==> src/rtl/core/bar_body_to_mean_range_ratio_macros.svh <==
// Assertion macros for the bar body to mean range ratio block.
// Included by the top level only; no other dependencies.
`ifndef BAR_BODY_TO_MEAN_RANGE_RATIO_MACROS_SVH
`define BAR_BODY_TO_MEAN_RANGE_RATIO_MACROS_SVH

`ifndef SYNTH
// Same-cycle implication
`define BBMR_ASSERT_NOW(lbl, clk, rstn, ante, cons) \
    lbl: assert property (@(posedge clk) disable iff (!(rstn)) (ante) |-> (cons)) \
        else $error("bbmr same-cycle check failed");
// Next-cycle implication
`define BBMR_ASSERT_NEXT(lbl, clk, rstn, ante, cons) \
    lbl: assert property (@(posedge clk) disable iff (!(rstn)) (ante) |=> (cons)) \
        else $error("bbmr next-cycle check failed");
`else
`define BBMR_ASSERT_NOW(lbl, clk, rstn, ante, cons)
`define BBMR_ASSERT_NEXT(lbl, clk, rstn, ante, cons)
`endif

`endif

==> src/rtl/core/bbmr_pkg.sv <==
// Shared types and constants for the bar body to mean range ratio block.
// No dependencies; compiled first.
package bbmr_pkg;

    localparam int PRICE_W = 32;          // price and range width
    localparam int N_W     = 7;           // window length width
    localparam int SUM_W   = PRICE_W + N_W;   // window sum width
    localparam int PROD_W  = PRICE_W + N_W;   // 32x7 product width
    localparam int Q_W     = 12;          // marker size width
    localparam int ALU_W   = PROD_W + Q_W;    // numerator width
    localparam int DIV_STEPS = Q_W;       // one quotient bit per step
    localparam int STEP_W  = 4;

    // 2560 = 2^11 + 2^9
    localparam int MUL_SH_HI = 11;
    localparam int MUL_SH_LO = 9;

    localparam logic [Q_W-1:0] MARKER_FULL    = Q_W'(2560);
    localparam logic [N_W-1:0] WINDOW_DEFAULT = N_W'(32);
    localparam logic [N_W-1:0] WINDOW_MIN     = N_W'(2);

    typedef enum logic {
        ALU_ADD,
        ALU_SUB
    } t_alu_op;

    typedef struct packed {
        logic [ALU_W-1:0] res;   // sum or difference
        logic             ge;    // a >= b
    } t_alu_out;

endpackage

==> src/rtl/core/bbmr_if.sv <==
// Valid/ready channel interfaces for bars in and marker sizes out.
// Depends on bbmr_pkg for field widths.
interface bbmr_bar_if;
    logic                          valid;
    logic                          ready;
    logic [bbmr_pkg::PRICE_W-1:0]  bar_high;
    logic [bbmr_pkg::PRICE_W-1:0]  bar_low;
    logic [bbmr_pkg::PRICE_W-1:0]  bar_open;
    logic [bbmr_pkg::PRICE_W-1:0]  bar_close;

    modport source (output valid, bar_high, bar_low, bar_open, bar_close, input ready);
    modport sink   (input valid, bar_high, bar_low, bar_open, bar_close, output ready);
endinterface

interface bbmr_marker_if;
    logic                       valid;
    logic                       ready;
    logic [bbmr_pkg::Q_W-1:0]   marker_size;

    modport source (output valid, marker_size, input ready);
    modport sink   (input valid, marker_size, output ready);
endinterface

==> src/rtl/core/bbmr_ring.sv <==
// Range history memory: one write port, one registered read port.
// Depends on bbmr_pkg for the entry width.
module bbmr_ring #(
    parameter int DEPTH = 64,
    parameter int AW    = 6
) (
    input  logic                          i_clk,
    input  logic                          i_we,
    input  logic [AW-1:0]                 i_waddr,
    input  logic [bbmr_pkg::PRICE_W-1:0]  i_wdata,
    input  logic                          i_re,
    input  logic [AW-1:0]                 i_raddr,
    output logic [bbmr_pkg::PRICE_W-1:0]  o_rdata
);
    import bbmr_pkg::*;

    logic [PRICE_W-1:0] r_mem [DEPTH];
    logic [PRICE_W-1:0] r_rdata;

    // write the new range
    always_ff @(posedge i_clk) begin
        if (i_we) begin
            r_mem[i_waddr] <= i_wdata;
        end
    end

    // register the read data
    always_ff @(posedge i_clk) begin
        if (i_re) begin
            r_rdata <= r_mem[i_raddr];
        end
    end

    assign o_rdata = r_rdata;

endmodule

==> src/rtl/core/bbmr_alu.sv <==
// Shared add / compare-subtract unit used by the sum, fill, compare, numerator and division steps.
// Depends on bbmr_pkg for the operand width and result struct.
module bbmr_alu (
    input  bbmr_pkg::t_alu_op              i_op,
    input  logic [bbmr_pkg::ALU_W-1:0]     i_a,
    input  logic [bbmr_pkg::ALU_W-1:0]     i_b,
    output bbmr_pkg::t_alu_out             o_res
);
    import bbmr_pkg::*;

    logic [ALU_W:0] diff;
    logic [ALU_W-1:0] add;

    assign add  = i_a + i_b;
    assign diff = {1'b0, i_a} - {1'b0, i_b};

    // select add or subtract; borrow-out gives the compare
    always_comb begin
        o_res.ge = ~diff[ALU_W];
        unique case (i_op)
            ALU_ADD: o_res.res = add;
            ALU_SUB: o_res.res = diff[ALU_W-1:0];
            default: o_res.res = add;
        endcase
    end

endmodule

==> src/rtl/core/bar_body_to_mean_range_ratio.sv <==
// Bar body to mean range ratio. Each accepted bar (high, low, open, close) stores its
// range |high-low| in a history memory. Bars 0 and 1 are only stored and give no result.
// From bar 2 on, the block sums the last n ranges (bars before bar 1 count as bar 1's
// range) and reports min(2560*|close-open|*n/sum, 2560), or 0 for a zero sum. n is the
// window_length register, 2..min(WINDOW_MAX, 127), with values below 2 meaning 32.
// The work runs on one shared add/subtract unit: the accept, the stored range reads
// (up to n-1, pipelined behind the memory read port, then drained), the fill, compare
// and numerator setup steps, twelve restoring division steps and the output step; the
// numerator and division steps are skipped when the ratio clamps or the sum is zero.
// The input is not ready while a bar is in work; a finished result waits in the
// output register while the next bar is taken.
`include "bar_body_to_mean_range_ratio_macros.svh"

module bar_body_to_mean_range_ratio #(
    parameter int WINDOW_MAX = 64
) (
    input  logic                      i_clk,
    input  logic                      i_rst_n,
    input  logic                      i_cfg_we,
    input  logic [bbmr_pkg::N_W-1:0]  i_cfg_wdata,
    bbmr_bar_if.sink                  i_bar,
    bbmr_marker_if.source             o_marker
);
    import bbmr_pkg::*;

    localparam int AW   = (WINDOW_MAX > 1) ? $clog2(WINDOW_MAX) : 1;
    localparam int BS_W = $clog2(WINDOW_MAX + 2);
    localparam int CW   = (BS_W > N_W) ? BS_W : N_W;
    localparam int NCAP = (WINDOW_MAX < 127) ? WINDOW_MAX : 127;
    localparam logic [N_W-1:0]  N_CAP    = N_W'(NCAP);
    localparam logic [AW-1:0]   HEAD_LAST = AW'(WINDOW_MAX - 1);
    localparam logic [BS_W-1:0] BARS_SAT  = BS_W'(WINDOW_MAX + 1);
    localparam logic [BS_W-1:0] BARS_ONE  = BS_W'(1);
    localparam logic [BS_W-1:0] BARS_TWO  = BS_W'(2);

    localparam logic [2:0] S_IDLE = 3'd0;
    localparam logic [2:0] S_SUM  = 3'd1;
    localparam logic [2:0] S_FILL = 3'd2;
    localparam logic [2:0] S_CMP  = 3'd3;
    localparam logic [2:0] S_NUM  = 3'd4;
    localparam logic [2:0] S_DIV  = 3'd5;
    localparam logic [2:0] S_OUT  = 3'd6;

    logic [2:0]           r_state, n_state;
    logic [N_W-1:0]       r_window_length;
    logic [AW-1:0]        r_head, n_head;
    logic [BS_W-1:0]      r_bars, n_bars;
    logic [PRICE_W-1:0]   r_first, n_first;
    logic [PRICE_W-1:0]   r_body, n_body;
    logic [N_W-1:0]       r_n, n_n;
    logic [N_W-1:0]       r_real, n_real;
    logic [SUM_W-1:0]     r_acc, n_acc;
    logic [AW-1:0]        r_rptr, n_rptr;
    logic [N_W-1:0]       r_cnt, n_cnt;
    logic                 r_rvld, n_rvld;
    logic [PROD_W-1:0]    r_prod, n_prod;
    logic [ALU_W-1:0]     r_rem, n_rem;
    logic [ALU_W-1:0]     r_div, n_div;
    logic [Q_W-1:0]       r_q, n_q;
    logic [STEP_W-1:0]    r_step, n_step;
    logic                 r_out_valid, n_out_valid;
    logic [Q_W-1:0]       r_out_data, n_out_data;

    logic                 in_xfer;
    logic                 out_xfer;
    logic [PRICE_W-1:0]   range_w;
    logic [PRICE_W-1:0]   body_w;
    logic [N_W-1:0]       n_raw;
    logic [N_W-1:0]       n_eff;
    logic [N_W-1:0]       real_w;
    logic                 ring_re;
    logic [PRICE_W-1:0]   ring_rdata;
    logic [N_W-1:0]       mul_a;
    logic [PRICE_W-1:0]   mul_b;
    logic [PROD_W-1:0]    mul_p;
    t_alu_op              alu_op;
    logic [ALU_W-1:0]     alu_a;
    logic [ALU_W-1:0]     alu_b;
    t_alu_out             alu_out;

    assign in_xfer  = i_bar.valid & i_bar.ready;
    assign out_xfer = r_out_valid & o_marker.ready;

    assign i_bar.ready        = (r_state == S_IDLE);
    assign o_marker.valid     = r_out_valid;
    assign o_marker.marker_size = r_out_data;

    // range and body of the offered bar
    assign range_w = (i_bar.bar_high >= i_bar.bar_low) ? i_bar.bar_high - i_bar.bar_low
                                                       : i_bar.bar_low - i_bar.bar_high;
    assign body_w  = (i_bar.bar_open >= i_bar.bar_close) ? i_bar.bar_open - i_bar.bar_close
                                                         : i_bar.bar_close - i_bar.bar_open;

    // effective window and number of stored bars in it
    assign n_raw  = (r_window_length < WINDOW_MIN) ? WINDOW_DEFAULT : r_window_length;
    assign n_eff  = (n_raw > N_CAP) ? N_CAP : n_raw;
    assign real_w = (CW'(n_eff) <= CW'(r_bars)) ? n_eff : N_W'(r_bars);

    // range history
    bbmr_ring #(
        .DEPTH (WINDOW_MAX),
        .AW    (AW)
    ) u_ring (
        .i_clk   (i_clk),
        .i_we    (in_xfer),
        .i_waddr (r_head),
        .i_wdata (range_w),
        .i_re    (ring_re),
        .i_raddr (r_rptr),
        .o_rdata (ring_rdata)
    );

    // shared 7x32 multiplier: fill product, then body times n
    always_comb begin
        if (r_state == S_SUM) begin
            mul_a = r_n - r_real;
            mul_b = r_first;
        end else begin
            mul_a = r_n;
            mul_b = r_body;
        end
    end
    assign mul_p = PROD_W'(mul_a) * PROD_W'(mul_b);

    // steer the shared add/subtract unit
    always_comb begin
        alu_op = ALU_ADD;
        alu_a  = '0;
        alu_b  = '0;
        unique case (r_state)
            S_SUM: begin
                alu_a = ALU_W'(r_acc);
                alu_b = ALU_W'(ring_rdata);
            end
            S_FILL: begin
                alu_a = ALU_W'(r_acc);
                alu_b = ALU_W'(r_prod);
            end
            S_CMP: begin
                alu_op = ALU_SUB;
                alu_a  = ALU_W'(r_prod);
                alu_b  = ALU_W'(r_acc);
            end
            S_NUM: begin
                alu_a = ALU_W'(r_prod) << MUL_SH_HI;
                alu_b = ALU_W'(r_prod) << MUL_SH_LO;
            end
            S_DIV: begin
                alu_op = ALU_SUB;
                alu_a  = r_rem;
                alu_b  = r_div;
            end
            default: begin
                alu_op = ALU_ADD;
            end
        endcase
    end

    bbmr_alu u_alu (
        .i_op  (alu_op),
        .i_a   (alu_a),
        .i_b   (alu_b),
        .o_res (alu_out)
    );

    assign ring_re = (r_state == S_SUM) && (r_cnt != '0);

    // sequencer
    always_comb begin
        n_state     = r_state;
        n_head      = r_head;
        n_bars      = r_bars;
        n_first     = r_first;
        n_body      = r_body;
        n_n         = r_n;
        n_real      = r_real;
        n_acc       = r_acc;
        n_rptr      = r_rptr;
        n_cnt       = r_cnt;
        n_rvld      = 1'b0;
        n_prod      = r_prod;
        n_rem       = r_rem;
        n_div       = r_div;
        n_q         = r_q;
        n_step      = r_step;
        n_out_valid = out_xfer ? 1'b0 : r_out_valid;
        n_out_data  = r_out_data;

        unique case (r_state)
            S_IDLE: begin
                if (in_xfer) begin
                    n_head = (r_head == HEAD_LAST) ? '0 : r_head + AW'(1);
                    if (r_bars == BARS_ONE) begin
                        n_first = range_w;
                    end
                    if (r_bars < BARS_SAT) begin
                        n_bars = r_bars + BS_W'(1);
                    end
                    if (r_bars >= BARS_TWO) begin
                        n_body  = body_w;
                        n_n     = n_eff;
                        n_real  = real_w;
                        n_acc   = SUM_W'(range_w);
                        n_rptr  = (r_head == '0) ? HEAD_LAST : r_head - AW'(1);
                        n_cnt   = real_w - N_W'(1);
                        n_state = S_SUM;
                    end
                end
            end
            S_SUM: begin
                // issue one read per cycle, add each read's data in the next cycle
                if (ring_re) begin
                    n_rptr = (r_rptr == '0) ? HEAD_LAST : r_rptr - AW'(1);
                    n_cnt  = r_cnt - N_W'(1);
                end
                n_rvld = ring_re;
                if (r_rvld) begin
                    n_acc = alu_out.res[SUM_W-1:0];
                end
                if (!ring_re && !r_rvld) begin
                    n_prod  = mul_p;
                    n_state = S_FILL;
                end
            end
            S_FILL: begin
                n_acc   = alu_out.res[SUM_W-1:0];
                n_prod  = mul_p;
                n_state = S_CMP;
            end
            S_CMP: begin
                // zero sum gives zero; body*n >= sum clamps
                if (r_acc == '0) begin
                    n_q     = '0;
                    n_state = S_OUT;
                end else if (alu_out.ge) begin
                    n_q     = MARKER_FULL;
                    n_state = S_OUT;
                end else begin
                    n_state = S_NUM;
                end
            end
            S_NUM: begin
                n_rem   = alu_out.res;
                n_div   = ALU_W'(r_acc) << (DIV_STEPS - 1);
                n_q     = '0;
                n_step  = '0;
                n_state = S_DIV;
            end
            S_DIV: begin
                // restoring division, one quotient bit per step
                if (alu_out.ge) begin
                    n_rem = alu_out.res;
                end
                n_q   = {r_q[Q_W-2:0], alu_out.ge};
                n_div = r_div >> 1;
                if (r_step == STEP_W'(DIV_STEPS - 1)) begin
                    n_step  = '0;
                    n_state = S_OUT;
                end else begin
                    n_step = r_step + STEP_W'(1);
                end
            end
            S_OUT: begin
                // load the output register once it is free
                if (!r_out_valid || o_marker.ready) begin
                    n_out_valid = 1'b1;
                    n_out_data  = r_q;
                    n_state     = S_IDLE;
                end
            end
            default: begin
                n_state = S_IDLE;
            end
        endcase
    end

    // control state
    always_ff @(posedge i_clk) begin
        if (!i_rst_n) begin
            r_state         <= S_IDLE;
            r_window_length <= WINDOW_DEFAULT;
            r_head          <= '0;
            r_bars          <= '0;
            r_first         <= '0;
            r_acc           <= '0;
            r_cnt           <= '0;
            r_rvld          <= 1'b0;
            r_step          <= '0;
            r_out_valid     <= 1'b0;
        end else begin
            r_state     <= n_state;
            r_head      <= n_head;
            r_bars      <= n_bars;
            r_first     <= n_first;
            r_acc       <= n_acc;
            r_cnt       <= n_cnt;
            r_rvld      <= n_rvld;
            r_step      <= n_step;
            r_out_valid <= n_out_valid;
            if (i_cfg_we) begin
                r_window_length <= i_cfg_wdata;
            end
        end
    end

    // datapath registers
    always_ff @(posedge i_clk) begin
        r_body     <= n_body;
        r_n        <= n_n;
        r_real     <= n_real;
        r_rptr     <= n_rptr;
        r_prod     <= n_prod;
        r_rem      <= n_rem;
        r_div      <= n_div;
        r_q        <= n_q;
        r_out_data <= n_out_data;
    end

    // checks
    `BBMR_ASSERT_NOW(a_marker_range, i_clk, i_rst_n, r_out_valid, r_out_data <= MARKER_FULL)
    `BBMR_ASSERT_NOW(a_cnt_only_in_sum, i_clk, i_rst_n, r_state != S_SUM, r_cnt == '0)
    `BBMR_ASSERT_NOW(a_div_steps, i_clk, i_rst_n, r_state == S_DIV, r_step < STEP_W'(DIV_STEPS))
    `BBMR_ASSERT_NEXT(a_early_bar_idle, i_clk, i_rst_n, in_xfer && r_bars < BARS_TWO, r_state == S_IDLE)

endmodule

==> src/flat_wrapper.sv <==
// flat-port wrapper written by rule: the top's interface ports become plain ports
module bar_body_to_mean_range_ratio_flat import bbmr_pkg::*;
#(
    parameter int WINDOW_MAX = 64
)
  (i_clk, i_rst_n, i_cfg_we, i_cfg_wdata, i_bar_valid, i_bar_bar_high, i_bar_bar_low, i_bar_bar_open, i_bar_bar_close, i_bar_ready, o_marker_valid, o_marker_marker_size, o_marker_ready);
  bbmr_bar_if i_bar_i ();
  bbmr_marker_if o_marker_i ();
  input  logic i_clk;
  input  logic i_rst_n;
  input  logic i_cfg_we;
  input  logic [bbmr_pkg::N_W-1:0] i_cfg_wdata;
  input wire logic [$bits(i_bar_i.valid)-1:0] i_bar_valid;
  input wire logic [$bits(i_bar_i.bar_high)-1:0] i_bar_bar_high;
  input wire logic [$bits(i_bar_i.bar_low)-1:0] i_bar_bar_low;
  input wire logic [$bits(i_bar_i.bar_open)-1:0] i_bar_bar_open;
  input wire logic [$bits(i_bar_i.bar_close)-1:0] i_bar_bar_close;
  output wire logic [$bits(i_bar_i.ready)-1:0] i_bar_ready;
  output wire logic [$bits(o_marker_i.valid)-1:0] o_marker_valid;
  output wire logic [$bits(o_marker_i.marker_size)-1:0] o_marker_marker_size;
  input wire logic [$bits(o_marker_i.ready)-1:0] o_marker_ready;
  assign i_bar_i.valid = i_bar_valid;
  assign i_bar_i.bar_high = i_bar_bar_high;
  assign i_bar_i.bar_low = i_bar_bar_low;
  assign i_bar_i.bar_open = i_bar_bar_open;
  assign i_bar_i.bar_close = i_bar_bar_close;
  assign i_bar_ready = i_bar_i.ready;
  assign o_marker_valid = o_marker_i.valid;
  assign o_marker_marker_size = o_marker_i.marker_size;
  assign o_marker_i.ready = o_marker_ready;
  bar_body_to_mean_range_ratio #(.WINDOW_MAX(WINDOW_MAX)) u_core (.i_clk(i_clk), .i_rst_n(i_rst_n), .i_cfg_we(i_cfg_we), .i_cfg_wdata(i_cfg_wdata), .i_bar(i_bar_i), .o_marker(o_marker_i));
endmodule
==> config.mk <==
export PLATFORM = sky130hd
export DESIGN_NAME = bar_body_to_mean_range_ratio_flat
export DESIGN_NICKNAME = d
export VERILOG_FILES = /design/src/rtl/core/bbmr_pkg.sv /design/src/rtl/core/bbmr_if.sv /design/src/rtl/core/bbmr_ring.sv /design/src/rtl/core/bbmr_alu.sv /design/src/rtl/core/bar_body_to_mean_range_ratio.sv /design/src/flat_wrapper.sv
export VERILOG_INCLUDE_DIRS = /design/src /design/src/rtl/core
export SDC_FILE = /design/constraint.sdc
export NUM_CORES = 2
export LEC_CHECK = 0
export BUFFER_PORTS_ARGS = -buffer_cell sky130_fd_sc_hd__buf_4
export CAP_MARGIN = 10
export CELL_PAD_IN_SITES_DETAIL_PLACEMENT = 0
export CELL_PAD_IN_SITES_GLOBAL_PLACEMENT = 1
export CORE_ASPECT_RATIO = 0.7
export CORE_MARGIN = 2
export CORE_UTILIZATION = 30
export CTS_CLUSTER_DIAMETER = 40
export DETAILED_ROUTE_END_ITERATION = 10
export PLACE_DENSITY_LB_ADDON = 0.3
export SETUP_SLACK_MARGIN = 0.4
export SYNTH_ARGS = -nofsm -noshare
export SYNTH_HDL_FRONTEND = slang
export SYNTH_SLANG_ARGS = --single-unit
==> constraint.sdc <==
create_clock -name i_clk -period 11.75 [get_ports i_clk]
set_clock_uncertainty 0.05 [all_clocks]
set_input_delay 0.5875 -clock i_clk [delete_from_list [all_inputs] [get_ports i_clk]]
set_output_delay 0.5875 -clock i_clk [all_outputs]
set_load 0.01 [all_outputs]
==> flow_summary.json <==
{
  "tritoncts.num_buffers": 308,
  "layout_common_cells": "sky130_fd_sc_hd__edfxtp_1, sky130_fd_sc_hd__mux4_2, sky130_fd_sc_hd__nand2_1",
  "fillCellCount": 35674,
  "drt-vias-per-instance": 5.285,
  "run_status": "complete, no violations",
  "overflow": 0,
  "layout_commonest_cell": "sky130_fd_sc_hd__edfxtp_1",
  "die_footprint_mm2": 0.3815,
  "drv_cap": 0,
  "drtPass1Iterations": 6,
  "leakagePower_nw": 46.34,
  "worstSetupStartpointType": "flip-flop",
  "dpl-instance-area_mm2": 0.1213,
  "floorplan.rows": 188,
  "detailed_place_hpwl_mm": 230.9,
  "worst_pin_slew_ns": 1.440,
  "postSynthAreaPerCell_um2": 15.27,
  "synth_edf_count": 2296,
  "number_of_flip_flops_and_latches_in_the_synthesized_netlist": 2403,
  "clock_insertion_delay_worst_skew_ns": 0.88,
  "synth.net_count": 7997,
  "layout.nets": 8272,
  "finalSetupViolations": 0,
  "max-clock-path-buffers": 4,
  "async_flop_share": 0,
  "drive_above_1_share": 0.2058,
  "power.total_mw": 38.72,
  "antenna_found_initial": 27,
  "hold_path_class": "in -> reg",
  "finish.instance_area_mm2": 0.1317,
  "setup_tns_final_ns": 0,
  "finalHoldViolations": 0,
  "route.antenna.remaining_nets": 0,
  "required_ns": 12.28,
  "synth-main-ff-cell": "sky130_fd_sc_hd__edfxtp_1",
  "cts-root-buf": "sky130_fd_sc_hd__clkbuf_16",
  "tritoncts": "yes",
  "worst_slew_margin_rel": 0.04015,
  "numClockSinks": 2403,
  "die_w_um": 737.4,
  "buffer_ports.inserted": 153,
  "grt_max_degree": 134,
  "clk_pin_slew_worst_paths_ns": 0.05,
  "period_minus_slack_ns": 8.530,
  "power.density_cell_area_mw_per_mm2": 294.1,
  "wirelength_mm": 359.8,
  "slew_violations": 0,
  "wl_per_cell_um": 27.78,
  "place_congestion": 0.8525,
  "synthesis.yosys.warnings": 0,
  "power.ir.vdd_worst_mv": 0.6388,
  "synth.distinct_cells": 95,
  "core_footprint_mm2": 0.3747,
  "worst-path-max-fanout": 76,
  "synthToLayoutAreaGrowth_pct": 16.59,
  "first_global_vias": 67074,
  "ctsHtreeMaxLevel": 5,
  "groute.usage.overall": 0.1847,
  "fmax_mhz": 117.2,
  "design.portCount": 154,
  "unrepaired_setup_endpoints_after_global_routing": "false",
  "final.period_utilization": 0.7260,
  "first_pass_grt_wire_length_mm": 507.4,
  "timing_worst_setup_path_type": "reg -> reg",
  "vias_post_dr": 68447,
  "timing.critical_path.arrival_ns": 9.06,
  "synth_seq_area_share": 0.6294,
  "route.detailed.drc": 0,
  "synthesis.area_mm2": 0.1129,
  "drtIter0Drc": 8446,
  "die_height_um": 517.3,
  "syn_inst": 7395,
  "starting_density_of_the_core": 0.3014,
  "end_kind": "flip-flop"
}
-- area by class of cell --
| class | count | area [µm²] | share of cell area |
|---|---|---|---|
| flip-flops and latches | 2403 | 71090 | 0.5399 |
| multi-input cells | 4105 | 39330 | 0.2987 |
| clock buffers | 354 | 8048 | 0.06112 |
| well taps | 5035 | 6300 | 0.04784 |
| repair buffers | 351 | 2725 | 0.02069 |
| clock inverters | 198 | 2285 | 0.01735 |
| inverters | 501 | 1886 | 0.01432 |
| diodes | 5 | 12.51 | 0.00009502 |
-- cell usage after synthesis (all sizes together), types with 32 or more instances --
| cell | instances | share of area |
|---|---|---|
| mux2i | 151 | 0.013 |
| edfxtp | 2296 | 0.61 |
| a221oi | 50 | 0.0041 |
| dfxtp | 107 | 0.019 |
| nor2 | 525 | 0.018 |
| o21bai | 51 | 0.0034 |
| clkbuf | 246 | 0.0082 |
| nand2b | 46 | 0.0025 |
| o221ai | 37 | 0.0029 |
| fa | 156 | 0.028 |
| nor2b | 77 | 0.0043 |
| and3 | 32 | 0.0018 |
| o21ai | 196 | 0.0088 |
| nor4 | 34 | 0.0019 |
| mux4 | 611 | 0.12 |
| nor3 | 77 | 0.0034 |
| o22ai | 53 | 0.0029 |
| a211oi | 40 | 0.0027 |
| o21a | 36 | 0.0024 |
| a31oi | 35 | 0.0021 |
| xnor2 | 121 | 0.0094 |
| nand3 | 67 | 0.0030 |
| a22oi | 69 | 0.0046 |
| a21o | 113 | 0.0075 |
| buf | 140 | 0.0054 |
| a21oi | 372 | 0.017 |
| inv | 498 | 0.017 |
| ha | 306 | 0.034 |
| xor2 | 43 | 0.0033 |
| nand2 | 502 | 0.017 |
-- layer usage --
metal  part of all wire  wire [µm]  up-vias  track usage
li1                   -          -    29088            -
met5            0.00018         65        -            0
met4              0.017       5978       10      0.03283
met2               0.39     142000     3079       0.2470
met3               0.11      38230      372      0.05169
met1               0.48     173500    35898       0.2946
-- critical path: stages (launching register included) --
cell and delay, ns:
sky130_fd_sc_hd__dfxtp_4 0.97, sky130_fd_sc_hd__inv_2 0.40, sky130_fd_sc_hd__nor3_2 0.19, sky130_fd_sc_hd__buf_4 0.61
sky130_fd_sc_hd__nor2_1 0.15, sky130_fd_sc_hd__a21o_1 0.47, sky130_fd_sc_hd__or2_2 0.44, sky130_fd_sc_hd__fa_1 0.52
sky130_fd_sc_hd__fa_1 0.54, sky130_fd_sc_hd__inv_1 0.05, sky130_fd_sc_hd__fa_1 0.47, sky130_fd_sc_hd__inv_1 0.05
sky130_fd_sc_hd__fa_1 0.48, sky130_fd_sc_hd__inv_1 0.04, sky130_fd_sc_hd__ha_1 0.35, sky130_fd_sc_hd__a21o_1 0.20
sky130_fd_sc_hd__a21o_1 0.19, sky130_fd_sc_hd__a21o_1 0.17, sky130_fd_sc_hd__a21o_1 0.17, sky130_fd_sc_hd__a21oi_1 0.29
sky130_fd_sc_hd__nand2_1 0.15, sky130_fd_sc_hd__a21boi_0 0.40, sky130_fd_sc_hd__or4b_1 0.23, sky130_fd_sc_hd__nand3_1 0.10
sky130_fd_sc_hd__a31oi_1 0.19, sky130_fd_sc_hd__o21bai_1 0.09, sky130_fd_sc_hd__xnor2_1 0.12
-- timing repair --
item | in CTS | in global routing
setup endpoints to repair | 0 | 0
buffers inserted | 0 | 0
hold endpoints to repair | 6 | 0
gates resized for setup | 0 | 0
hold buffers | 6 | 0
-- power breakdown --
part           internal (mW)  switching (mW)  leakage [nW]
clock network           5.74            3.76          4.96
registers               10.9           0.399          21.6
logic                   6.65            11.3          19.8
total                   23.3            15.5          46.3
-- state kept, by name (all words and copies together), names as in the netlist, 7 cells and up --
register / flops
u_core.o_marker.marker_size: 12
u_core.r_acc: 39
u_core.r_bars: 7
u_core.r_body: 32
u_core.r_cnt: 7
u_core.r_div: 50
u_core.r_first: 32
u_core.r_n: 7
u_core.r_prod: 39
u_core.r_q: 12
u_core.r_real: 7
u_core.r_rem: 51
u_core.r_window_length: 7
u_core.u_ring.o_rdata: 32
u_core.u_ring.r_mem: 2048
-- metrics by stage --
stage          worst slack (ns)  cells    util  hold WS [ns]
4_1_cts                   3.236  12947  0.3514      0.001745
5_1_grt                   2.709  12948  0.3514       0.02442
6_report                  3.220  12952  0.3514       0.04736
3_5_place_dp              3.273  12389  0.3236        0.3616
2_1_floorplan             4.122   7395       -        0.3503
3_3_place_gp              3.435  12389  0.3236        0.3847
-- cell families after synthesis --
group	share of synthesized area
AOI/OAI and AO/OA	0.07153
xor gates and xnor gates	0.01272
adders and majority gates	0.06155
buffers and inverters	0.03019
DFF	0.6294
muxes	0.1358
and+or+nand+nor	0.05875
-- worst paths after layout --
path         depth (start not counted)  slack [ns]                                         to                            from
min reg2reg                          0        0.38  u_core.o_marker.marker_size[11]$_DFFE_PP_        u_core.r_q[11]$_DFFE_PP_
min                                  3        0.05     u_core.r_window_length[2]$_SDFFE_PN0P_                  i_cfg_wdata[2]
max                                 26        3.22                u_core.r_prod[38]$_DFFE_PP_  u_core.r_state[0]$_SDFFE_PN0P_
max reg2reg                         26        3.22                u_core.r_prod[38]$_DFFE_PP_  u_core.r_state[0]$_SDFFE_PN0P_
Note: power is estimated with default switching activity, not from simulation.
